===== src/rtl/eft_pkg.sv =====
`timescale 1ns / 1ps

package eft_pkg;

    // event key: thread, instruction, visit
    localparam int KEY_W   = 56;
    localparam int COUNT_W = 32;
    localparam int DIST_W  = 11;

    localparam logic [COUNT_W-1:0] COUNT_MAX = {COUNT_W{1'b1}};

    // request kinds carried on the input tuser
    localparam logic OP_RECORD = 1'b0;
    localparam logic OP_QUERY  = 1'b1;

    typedef logic [KEY_W-1:0]   key_t;
    typedef logic [COUNT_W-1:0] count_t;

    // one stored edge
    typedef struct packed {
        key_t   src;
        key_t   dst;
        count_t cnt;
    } entry_t;

    // compare result of the shared unit
    typedef struct packed {
        logic src_hit;
        logic edge_hit;
    } match_t;

endpackage


===== src/rtl/eft_match_acc.sv =====
`timescale 1ns / 1ps

// shared key compare and saturating accumulate unit
module eft_match_acc
(
    input  eft_pkg::entry_t entry,
    input  eft_pkg::key_t   src_key,
    input  eft_pkg::key_t   dst_key,
    input  logic            scan_mode,
    input  eft_pkg::count_t acc,
    input  eft_pkg::count_t extra,
    output eft_pkg::match_t match,
    output eft_pkg::count_t acc_sum
);
    import eft_pkg::*;

    count_t             addend;
    logic [COUNT_W:0]   wide;

    // key compare against the stored entry
    always_comb
    begin
        match.src_hit  = (entry.src == src_key);
        match.edge_hit = (entry.src == src_key) && (entry.dst == dst_key);
    end

    // during the scan add the entry count on a source hit, otherwise the extra term
    assign addend  = scan_mode ? (match.src_hit ? entry.cnt : '0) : extra;
    assign wide    = {1'b0, acc} + {1'b0, addend};
    assign acc_sum = wide[COUNT_W] ? COUNT_MAX : wide[COUNT_W-1:0];

endmodule


===== config.mk =====
export PLATFORM = sky130hd
export DESIGN_NAME = eft_match_acc
export DESIGN_NICKNAME = d
export VERILOG_FILES = /design/src/rtl/eft_pkg.sv /design/src/rtl/eft_match_acc.sv
export SDC_FILE = /design/constraint.sdc
export NUM_CORES = 1
export LEC_CHECK = 0
export ABC_AREA = 0
export BUFFER_PORTS_ARGS = -buffer_cell sky130_fd_sc_hd__buf_2
export CORE_AREA = 2 2 139 141
export DETAILED_ROUTE_END_ITERATION = 8
export DIE_AREA = 0 0 141 143
export PLACE_DENSITY = 0.59
export REMOVE_ABC_BUFFERS = 1
export SLEW_MARGIN = 15
export SYNTH_ARGS = -nofsm -noshare
export SYNTH_HDL_FRONTEND = slang
export SYNTH_SLANG_ARGS = --single-unit
export TNS_END_PERCENT = 10

===== constraint.sdc =====
create_clock -name vclk -period 10.7
set_clock_uncertainty 0.05 [all_clocks]
set_input_delay 1.605 -clock vclk [all_inputs]
set_output_delay 1.605 -clock vclk [all_outputs]
set_load 0.005 [all_outputs]

* After elaboration in Yosys (flattened, before gate mapping)
Index checks and enable logic that the tools add are counted.
** Storage, ports and cells
- Register bits :: 0
- Bits of input ports :: 321
- Output and inout port bits :: 34
- Logic and storage cells :: 7
** Operators by class
- Add/subtract/negate cells :: 1
- Eq/ne operators :: 2
- Multiplexer cells :: 3
- Reduce and logical (&&, ||, !) cells :: 1
** Operators by type and width (number)
- $eq 56x56->1 :: 2
- $mux 32 :: 3
- $add 32x32->33 :: 1
- $logic_and 1x1->1 :: 1

* Depth between registers and ports, before layout
Gate-level depths: netlist of run 1.
- Depth in word-level cells :: 5
- Depth in mapped cells :: 19
- Depth with buffers taken out :: 18

* Worst setup path after synthesis of run 1
OpenSTA, ideal clock, no wires.
- Kind :: in2out
- From :: in src_key[15]
- To :: out acc_sum[31]
- Arrival :: 5.096 ns
- Path slack :: 3.949 ns
- Stages on the path :: 17
- Buffers on the path :: 1
- Cell sequence :: xnor2_1 > nand4_1 > nor4_1 > nand3_1 > nor3_1 > clkbuf_1 > nand3_1 > o21ai_0 > ha_1 > a2111oi_0 > o21ai_1 > or3b_1 > a31oi_2 > a221o_1 > a21bo_1 > a21oi_1 > mux2i_1
** Between the ends
- Longest elaborated chain between the ends :: 5
** Ends and longest elaborated chain
- from (decl) :: line eft_match_acc.sv:7 : input eft_pkg::key_t src_key,
- $eq 56x56->1 :: line eft_match_acc.sv:23 : match.src_hit = (entry.src == src_key);
- $mux 32 (2 in a row) :: line eft_match_acc.sv:28 : assign addend = scan_mode ? (match.src_hit ? entry.cnt : '0) : extra;
- $add 32x32->33 :: line eft_match_acc.sv:29 : assign wide = {1'b0, acc} + {1'b0, addend};
- $mux 32 :: line eft_match_acc.sv:30 : assign acc_sum = wide[COUNT_W] ? COUNT_MAX : wide[COUNT_W-1:0];
- to (decl) :: line eft_match_acc.sv:13 : output eft_pkg::count_t acc_sum
No other way between the ends.

* Worst setup path after layout of run 1
- From :: in src_key[24]
- To :: out acc_sum[16]
The elaborated chain is that of the path after synthesis.

==> metrics.md, run 1 <==
| Metric | Value |
|---|---|
| Number of antenna violations at the first check in global routing | 4 |
| Fin. Hold Viols | 0 |
| Final min period | 8.14 ns |
| Max-Cap Viols | 0 |
| Netlist cell types | 48 |
| Post-DRT Antenna Nets | 0 |
| Seq/Total Area, Yosys | 0% |
| Post-CTS setup buffers | 0 |
| Final setup TNS | 0 ns |
| Routability cong. | 0.855 |
| Setup WS post-layout | 2.56 ns |
| WP data arrival | 6.49 ns |
| RSZ-0062 raised after global routing | false |
| CP endpoint kind | output port |
| Layout cells sized above 1 | 42.0% |
| Mean Syn Cell Area | 6.71 µm² |
| FF/Latch Area | 0 µm² |
| Vias | 5002 |
| CTS resizes | 0 |
| WHS Endpoint | acc_sum[0] |
| Hold Path Class | in2out |
| 1st-pass router iterations | 4 |
| # DRC | 0 |
| Vias per cell | 4.51 |
| Post-synthesis cell area | 0.00359 mm² |
| Die width | 141 µm |
| VDD IR max | 0.0231 mV |
| Final WL | 15900 µm |
| Dpl hpwl | 14400 µm |
| Slowest-stage cell, CP | nor4_1 |
| Dpl ws | 2.45 ns |
| Grt ovf | 0 |
| Worst Tran Pin Value | 0.960 ns |
| Port bufs | 355 |
| Max-slew headroom | 36.0% |
| Fin. max-slew vios | 0 |
| Total Nets Final | 1228 |
| Critical path type | in2out |
| Crit path launch type | input pin |
| Vias in the first global route | 4757 |
| Top cell type's share of synthesized area | 16.4% |
| Hold_buf cts | 0 |
| 1st-iter DRT viols | 195 |
| CLK BUF | 0 |
| Delay-heaviest family, CP | simple AND/OR/NAND/NOR gates |
| Largest net degree at the start of global routing | 65 |
| Min-delay src | acc[0] |
| Slowest Stage Delay on Critical Path | 0.48 ns |
| Sequential cell count | 0 |
| Final Non-Filler Cells | 1110 |
| Max Freq | 123 MHz |
| Power density over cell area | 46.4 mW/mm² |
| Core area | 0.0186 mm² |
| Row count | 50 |
| Die height | 143 µm |
| WP data required | 9.05 ns |
| Initial Util | 19.3% |
| Final setup viols | 0 |
| Tcrit/Tclk final | 76.1% |
| Drt wl/cell | 14.3 µm |
| Crit-path cells | buf_2, xor2_1, nor4_1, nand4_1, nor3_2, buf_4, nand3_1, o21ai_0, ha_1, nor2b_1, o31a_1, o311ai_1, nand3_1, a21oi_2, o31ai_2, a31oi_2, buf_4, nand2_1, buf_2 |
| Main area contributors after synthesis | xnor2_1 16%, xor2_1 16%, ha_1 11% |
| Inst Count DP | 1106 |
| First-pass GRT wire length | 23300 µm |
| Post-synth top area cell | xnor2_1 |
| Status | completed |
| Ys Warns | 0 |
| CP Max Fanout | 27 |
| WP buf/inv | 4 |
| Layout filler cell count | 2055 |
| Worst hold path depth | 4 |
| Lkg Pwr | 2.93 nW |
| Area added between synthesis and finish | 56.3% |
| Die area | 0.0202 mm² |
| GRT Total Usage | 14.3% |
| Boundary Pins | 355 |
| Post-Synthesis Cells | 535 |
## through the flow
stage	cell area, µm²	utilization, %	power [mW]	hold slack (ns)
3_5_place_dp	5600	30.1	0.261	3.56
5_1_grt	5610	30.2	0.288	3.58
2_1_floorplan	3510	-	0.135	3.36
3_3_place_gp	5600	30.1	0.262	3.55
4_1_cts	5600	30.1	0.262	3.56
6_report	5610	30.2	0.260	3.55
## tightest hold or removal path, stage by stage
cell and delay, ns:
buf_2 0.08, ha_1 0.11, nand2b_1 0.09, buf_2 0.11
## area by class of cell
type | count | area, µm² | area share (%)
Antenna cell | 4 | 10.0 | 0.178
Timing Repair Buffer | 357 | 1790 | 32.0
Multi-Input combinational cell | 475 | 3360 | 60.0
Inverter | 40 | 150 | 2.68
Tap cell | 234 | 293 | 5.22
## synthesized netlist by cell type, types with 2 or more instances
library cell,number
xnor2_1,67
xor2_1,66
o21ai_0,45
nand2_1,43
inv_1,40
nand3_1,39
ha_1,32
a21oi_1,29
nand4_1,19
nor4_1,19
clkbuf_1,17
a21o_1,14
nor2_1,13
o21ai_1,10
and3_1,6
nand2b_1,6
nor2b_1,6
nor3_1,6
o21a_1,6
a31oi_1,5
o21bai_1,5
a211oi_1,4
a2111oi_0,3
and4_1,3
buf_2,3
mux2i_1,3
a221o_1,2
a31oi_2,2
a41oi_1,2
and2_1,2
## worst max-delay path by stage
stage | depth (start not counted) | start | endpoint
2_1_floorplan | 16 | src_key[15] | acc_sum[2]
3_3_place_gp | 19 | src_key[24] | acc_sum[16]
3_5_place_dp | 19 | src_key[24] | acc_sum[16]
4_1_cts | 19 | src_key[24] | acc_sum[16]
5_1_grt | 19 | src_key[38] | acc_sum[16]
6_report | 19 | src_key[24] | acc_sum[16]
## per-layer routing
layer / track usage [%] / vias to the layer above / wire (µm) / share of wire, %
met2: 25.5 / 212 / 7680 / 48
met4: 3.37 / 0 / 274 / 1.7
met1: 18.7 / 2193 / 7000 / 44
met5: 0 / - / 0 / 0
met3: 1.27 / 14 / 902 / 5.7
li1: - / 2583 / - / -
## cells in the final DEF, fill, tap and decap left out, drive strengths merged, types with 2 or more instances in the layout
cell	netlist	layout
a221o	2	2
nand3	39	39
xor2	66	66
a21oi	30	30
a211oi	4	4
ha	32	32
and3	6	6
o21a	6	6
a31oi	7	7
inv	40	40
mux2i	3	3
and2	2	2
nor2b	6	6
a21o	14	14
o21ai	55	55
nand2b	6	6
nor3	6	6
nor2	13	13
nor4	19	19
nand2	43	43
buf	3	357
nand4	19	19
o31ai	2	2
a41oi	2	2
xnor2	67	67
diode	0	4
and4	3	3
o21bai	5	5
a2111oi	4	4
## kinds of logic (layout without fill, tap and decap cells)
kind of cell	Yosys count	after routing	share of synthesized area (%)
compound gates	139	139	24.5
simple gates	166	166	23.8
other cells	0	4	0
mux	4	4	1.15
buf+inv	60	397	6.38
xor+xnor	133	133	32.5
fa+ha+maj	33	33	11.7
## report_power, final
part	total (mW)	switching [mW]	internal (mW)	leakage (nW)
sequential	0	0	0	0
combinational	0.260	0.131	0.129	2.93
clock	0.0000000502	0	0.0000000502	0.0000254
total	0.260	0.131	0.129	2.93
No activity file was read; power rests on OpenSTA's default activity.
==> inputs of run 2 (changes only) <==
Settings changed: CORE_AREA 2 2 139 141 to 2 2 140 142, DIE_AREA 0 0 141 143 to 0 0 142 144, PLACE_DENSITY 0.59 to 0.61.
Clock period 10.7 ns to 7.1 ns, I/O delays scaled along.
==> metrics.md, run 2 (synthesized netlist as in run 1, its figures left out) <==
| Metric | Value |
|---|---|
| Status | completed (unchanged) |
| Routability cong. | 0.908 (was 0.855) |
| Min-delay src | acc[0] (unchanged) |
| Post-CTS setup buffers | 0 (unchanged) |
| Crit path launch type | input pin (unchanged) |
| Row count | 51 (was 50) |
| Largest net degree at the start of global routing | 65 (unchanged) |
| Die width | 142 µm (was 141 µm) |
| Sequential cell count | 0 (unchanged) |
| Layout Utilization | 29.5% (was 30.2%) |
| CP endpoint kind | output port (unchanged) |
| Power density over cell area | 70.1 mW/mm² (was 46.4 mW/mm²) |
| Die height | 144 µm (was 143 µm) |
| Worst Tran Pin Value | 0.973 ns (was 0.960 ns) |
| GRT Total Usage | 14.7% (was 14.3%) |
| Final setup TNS | 0 ns (unchanged) |
| Layout cells sized above 1 | 42.0% (about the same) |
| VDD IR max | 0.0261 mV (was 0.0231 mV) |
| Post-DRT Antenna Nets | 0 (unchanged) |
| Vias in the first global route | 4712 (was 4757) |
| WP data arrival | 5.39 ns (was 6.49 ns) |
| Initial Util | 18.8% (was 19.3%) |
| Critical path type | in2out (unchanged) |
| Setup crit end | acc_sum[2] (was acc_sum[16]) |
| # DRC | 0 (unchanged) |
| # diodes | 0 (was 4) |
| Critical path startpoint | src_key[44] (was src_key[24]) |
| Hold_buf cts | 0 (unchanged) |
| Tcrit/Tclk final | 91.7% |
| Drt wl/cell | 14.7 µm (was 14.3 µm) |
| Inst Count DP | 1111 (was 1106) |
| CP Max Fanout | 34 (was 27) |
| Final min period | 6.51 ns |
| 1st-pass router iterations | 5 (was 4) |
| Slowest Stage Delay on Critical Path | 0.56 ns (was 0.48 ns) |
| Final setup viols | 0 (unchanged) |
| CTS resizes | 0 (unchanged) |
| Number of antenna violations at the first check in global routing | 1 (was 4) |
| Highest-count cells in the layout ignoring fill and taps | 355 x buf_2, 67 x xnor2_1, 66 x xor2_1 (unchanged) |
| Max Freq | 154 MHz |
| Hold_ws | 2.46 ns (was 3.55 ns) |
| Total Nets Final | 1229 (was 1228) |
| Vias | 5026 (was 5002) |
| Hold Path Class | in2out (unchanged) |
| Die area | 0.0204 mm² (was 0.0202 mm²) |
| CLK BUF | 0 (unchanged) |
| FF/Latch Area | 0 µm² (unchanged) |
| Port bufs | 355 (unchanged) |
| Grt ovf | 0 (unchanged) |
| Dpl hpwl | 14700 µm (was 14400 µm) |
| Fin. Hold Viols | 0 (unchanged) |
| Final Non-Filler Cells | 1111 (was 1110) |
| 1st-iter DRT viols | 232 (was 195) |
| Slowest-stage cell, CP | nor4_1 (unchanged) |
| Vias per cell | 4.52 (was 4.51) |
| Lkg Pwr | 2.93 nW (about the same) |
| Final WL | 16400 µm (was 15900 µm) |
| Area added between synthesis and finish | 56.7% (was 56.3%) |
| Max-slew headroom | 35.1% (was 36.0%) |
| First-pass GRT wire length | 24000 µm (was 23300 µm) |
| Fin. max-slew vios | 0 (unchanged) |
| Max-Cap Viols | 0 (unchanged) |
| RSZ-0062 raised after global routing | false (unchanged) |
| Boundary Pins | 355 (unchanged) |
| Crit-path cells | buf_2, xor2_1, nor4_1, nand4_1, nor3_2, buf_12, nand3_1, o21ai_0, ha_1, inv_1, fa_1, nor2b_1, o31a_1, o311ai_1, nand3_1, a21oi_2, o31ai_2, a31oi_2, buf_4, o21ai_0, buf_2 (was buf_2, xor2_1, nor4_1, nand4_1, nor3_2, buf_4, nand3_1, o21ai_0, ha_1, nor2b_1, o31a_1, o311ai_1, nand3_1, a21oi_2, o31ai_2, a31oi_2, buf_4, nand2_1, buf_2) |
| Core area | 0.0191 mm² (was 0.0186 mm²) |
| Commonest non-fill, non-tap cell in the layout | buf_2 (unchanged) |
| WP data required | 5.98 ns (was 9.05 ns) |
[run 2: cell count changes in the layout (fill, tap and decap cells not counted)]
cell	previous run	this run
buf_12	0	1
diode_2	4	0
[run 2: per-layer routing]
metal / global-route usage [%] / vias up / wire, µm
met5: 0 / - / 13
met4: 0.211 / 2 / 31
met3: 1.13 / 6 / 876
met2: 27.1 / 212 / 8140
met1: 19.9 / 2223 / 7290
li1: - / 2583 / -
[run 2: stage by stage]
| step | total power, mW | area [µm²] | worst slack, ns |
|---|---|---|---|
| 6_report | 0.394 | 5620 | 0.591 |
| 5_1_grt | 0.438 | 5620 | 0.146 |
| 4_1_cts | 0.397 | 5620 | 0.454 |
| 3_5_place_dp | 0.395 | 5620 | 0.473 |
| 3_3_place_gp | 0.392 | 5620 | 0.517 |
| 2_1_floorplan | 0.203 | 3510 | -0.194 |
[run 2: how the worst min path moves through the flow]
| stage | end | slack [ns] | depth (start not counted) |
|---|---|---|---|
| global route | acc_sum[0] | 2.49 | 4 |
| floorplan | acc_sum[0] | 2.28 | 2 |
| finish | acc_sum[0] | 2.46 | 4 |
| global placement | acc_sum[0] | 2.47 | 4 |
| detailed placement | acc_sum[0] | 2.46 | 4 |
| CTS | acc_sum[0] | 2.46 | 4 |
[run 2: cell type report]
| type | count | area, µm² |
|---|---|---|
| Tap cell | 238 | 298 |
| Timing Repair Buffer | 358 | 1810 |
| Inverter | 40 | 150 |
| Fill cell | 2106 | 13500 |
| Multi-Input combinational cell | 475 | 3360 |
[run 2: critical path: cells and delay by family]
kind            cells  cell delay [ns]
buf+inv             5             0.78
compound gates      7             1.24
fa+ha+maj           2             0.63
simple gates        6             1.49
xor+xnor            1             0.17
[run 2: report_power, final]
part | total, mW | leakage, nW | switching [mW] | internal (mW)
Sequential | 0 | 0 | 0 | 0
Combinational | 0.394 | 2.93 | 0.198 | 0.196
Clock | 0 | 0 | 0 | 0
==> inputs of run 3 (changes only) <==
Settings changed: PLACE_DENSITY 0.61 to 0.53.
==> metrics.md, run 3 (synthesized netlist as in run 1, its figures left out) <==
| Metric | Value |
|---|---|
| Highest-count cells in the layout ignoring fill and taps | 355 x buf_2, 67 x xnor2_1, 66 x xor2_1 (unchanged) |
| Status | completed (unchanged) |
| Combinational power share | 100.0% (about the same) |
| Post-CTS setup buffers | 0 (unchanged) |
| Core area | 0.0191 mm² (unchanged) |
| VDD IR max | 0.0286 mV (was 0.0261 mV) |
| CLK BUF | 0 (unchanged) |
| Fin. max-slew vios | 0 (unchanged) |
| WP data required | 5.98 ns (about the same) |
| Hold_buf cts | 0 (unchanged) |
| Min-delay src | acc[0] (unchanged) |
| First-pass GRT wire length | 24700 µm (was 24000 µm) |
| Max-slew headroom | 57.0% (was 35.1%) |
| Vias per cell | 4.50 (was 4.52) |
| Area added between synthesis and finish | 57.2% (was 56.7%) |
| CTS resizes | 0 (unchanged) |
| Layout cells sized above 1 | 42.1% (was 42.0%) |
| Power Total | 0.396 mW (was 0.394 mW) |
| Slowest-stage cell, CP | a31oi_2 (was nor4_1) |
| Grt ovf | 0 (unchanged) |
| Inst Count DP | 1112 (was 1111) |
| Final min period | 6.62 ns (was 6.51 ns) |
| Max-Cap Viols | 0 (unchanged) |
| Critical path type | in2out (unchanged) |
| Final WL | 16800 µm (was 16400 µm) |
| GRT Total Usage | 15.2% (was 14.7%) |
| Vias | 5012 (was 5026) |
| Final setup viols | 0 (unchanged) |
| CP endpoint kind | output port (unchanged) |
| Routability cong. | 0.876 (was 0.908) |
| Die area | 0.0204 mm² (unchanged) |
| Sequential cell count | 0 (unchanged) |
| Power density over cell area | 70.2 mW/mm² (was 70.1 mW/mm²) |
| Hold Path Class | in2out (unchanged) |
| Drt wl/cell | 15.0 µm (was 14.7 µm) |
| Dpl ws | 0.422 ns (was 0.473 ns) |
| Number of antenna violations at the first check in global routing | 3 (was 1) |
| Post-placement cell area | 0.00563 mm² (was 0.00562 mm²) |
| Die width | 142 µm (unchanged) |
| Die height | 144 µm (unchanged) |
| Commonest non-fill, non-tap cell in the layout | buf_2 (unchanged) |
| Switching Power | 0.200 mW (was 0.198 mW) |
| Vias in the first global route | 4807 (was 4712) |
| Setup WS post-layout | 0.479 ns (was 0.591 ns) |
| Layout filler cell count | 2115 (was 2106) |
| # DRC | 0 (unchanged) |
| Row count | 51 (unchanged) |
| Largest net degree at the start of global routing | 39 (was 65) |
| FF/Latch Area | 0 µm² (unchanged) |
| Clk pwr share | 0% (about the same) |
| Crit-path cells | buf_2, xor2_1, nor4_1, nand4_1, nor3_2, buf_12, nand3_1, o21ai_0, ha_1, nor2b_1, o31a_1, o311ai_1, nand3_1, a21oi_2, o31ai_2, a31oi_2, buf_4, o21ai_0, buf_2 (was buf_2, xor2_1, nor4_1, nand4_1, nor3_2, buf_12, nand3_1, o21ai_0, ha_1, inv_1, fa_1, nor2b_1, o31a_1, o311ai_1, nand3_1, a21oi_2, o31ai_2, a31oi_2, buf_4, o21ai_0, buf_2) |
| CP Max Fanout | 34 (unchanged) |
| Post-DRT Antenna Nets | 0 (unchanged) |
| Dpl hpwl | 15100 µm (was 14700 µm) |
| Initial Util | 18.8% (unchanged) |
| Reg power frac | 0% (about the same) |
| Worst hold path depth | 4 (unchanged) |
| Max Freq | 151 MHz (was 154 MHz) |
| Crit path launch type | input pin (unchanged) |
| Fin. Hold Viols | 0 (unchanged) |
| Boundary Pins | 355 (unchanged) |
| WP data arrival | 5.51 ns (was 5.39 ns) |
| 1st-pass router iterations | 4 (was 5) |
| Layout Utilization | 29.5% (about the same) |
| Sw frac | 50.5% (was 50.3%) |
| Total Nets Final | 1230 (was 1229) |
| Lkg Pwr | 2.94 nW (was 2.93 nW) |
| Slowest Stage Delay on Critical Path | 0.44 ns (was 0.56 ns) |
| Fin area | 0.00564 mm² (was 0.00562 mm²) |
| Internal Dissipation | 0.196 mW (about the same) |
| Worst Tran Pin Value | 0.628 ns (was 0.973 ns) |
| Final Non-Filler Cells | 1115 (was 1111) |
| Tcrit/Tclk final | 93.3% (was 91.7%) |
| RSZ-0062 raised after global routing | false (unchanged) |
| 1st-iter DRT viols | 244 (was 232) |
| Port bufs | 355 (unchanged) |
| WHS Endpoint | acc_sum[0] (unchanged) |
## run 3: cell count changes in the layout (fill, tap and decap cells not counted), sizes merged
cell,previous run,this run
buf,358,359
diode,0,3
## run 3: power groups by stage
stage	logic, mW	clock network (mW)	registers, mW
2_1_floorplan	0.203	0	0
3_5_place_dp	0.397	0	0
3_3_place_gp	0.397	0	0
6_report	0.396	0.0000000566	0
4_1_cts	0.399	0	0
5_1_grt	0.441	0.0000000566	0
## run 3: worst max path at each step
| stage | cells past startpoint | startpoint | endpoint |
|---|---|---|---|
| 3_5_place_dp | 19 | src_key[34] | acc_sum[2] |
| 6_report | 19 | src_key[12] | acc_sum[2] |
| 4_1_cts | 19 | src_key[34] | acc_sum[2] |
| 2_1_floorplan | 16 | src_key[15] | acc_sum[2] |
| 5_1_grt | 19 | src_key[12] | acc_sum[2] |
| 3_3_place_gp | 19 | src_key[12] | acc_sum[2] |
## run 3: critical path, delay by kind of cell
| kind | cells | cell delay [ns] |
|---|---|---|
| buf+inv | 4 | 0.88 |
| simple gates | 6 | 1.40 |
| fa+ha+maj | 1 | 0.29 |
| xor+xnor | 1 | 0.15 |
| compound gates | 7 | 1.70 |
## run 3: layer usage
metal	track usage (%)	up-vias	part of all wire, %
li1	-	2585	-
met1	19.8	2198	44
met2	27.7	217	49
met3	1.82	12	6.1
met4	1.89	0	1.3
met5	0	-	0
## run 3: per-stage QoR
stage          hold WS [ns]  TNS, ns
2_1_floorplan          2.28    -2.99
3_3_place_gp           2.46        0
3_5_place_dp           2.47        0
4_1_cts                2.47        0
5_1_grt                2.52        0
6_report               2.47        0
## run 3: area by class of cell
class | instances | area (µm²) | area share, %
inverters | 40 | 150 | 2.66
diodes | 3 | 7.51 | 0.133
well taps | 238 | 298 | 5.28
multi-input cells | 475 | 3360 | 59.7
repair buffers | 359 | 1820 | 32.3
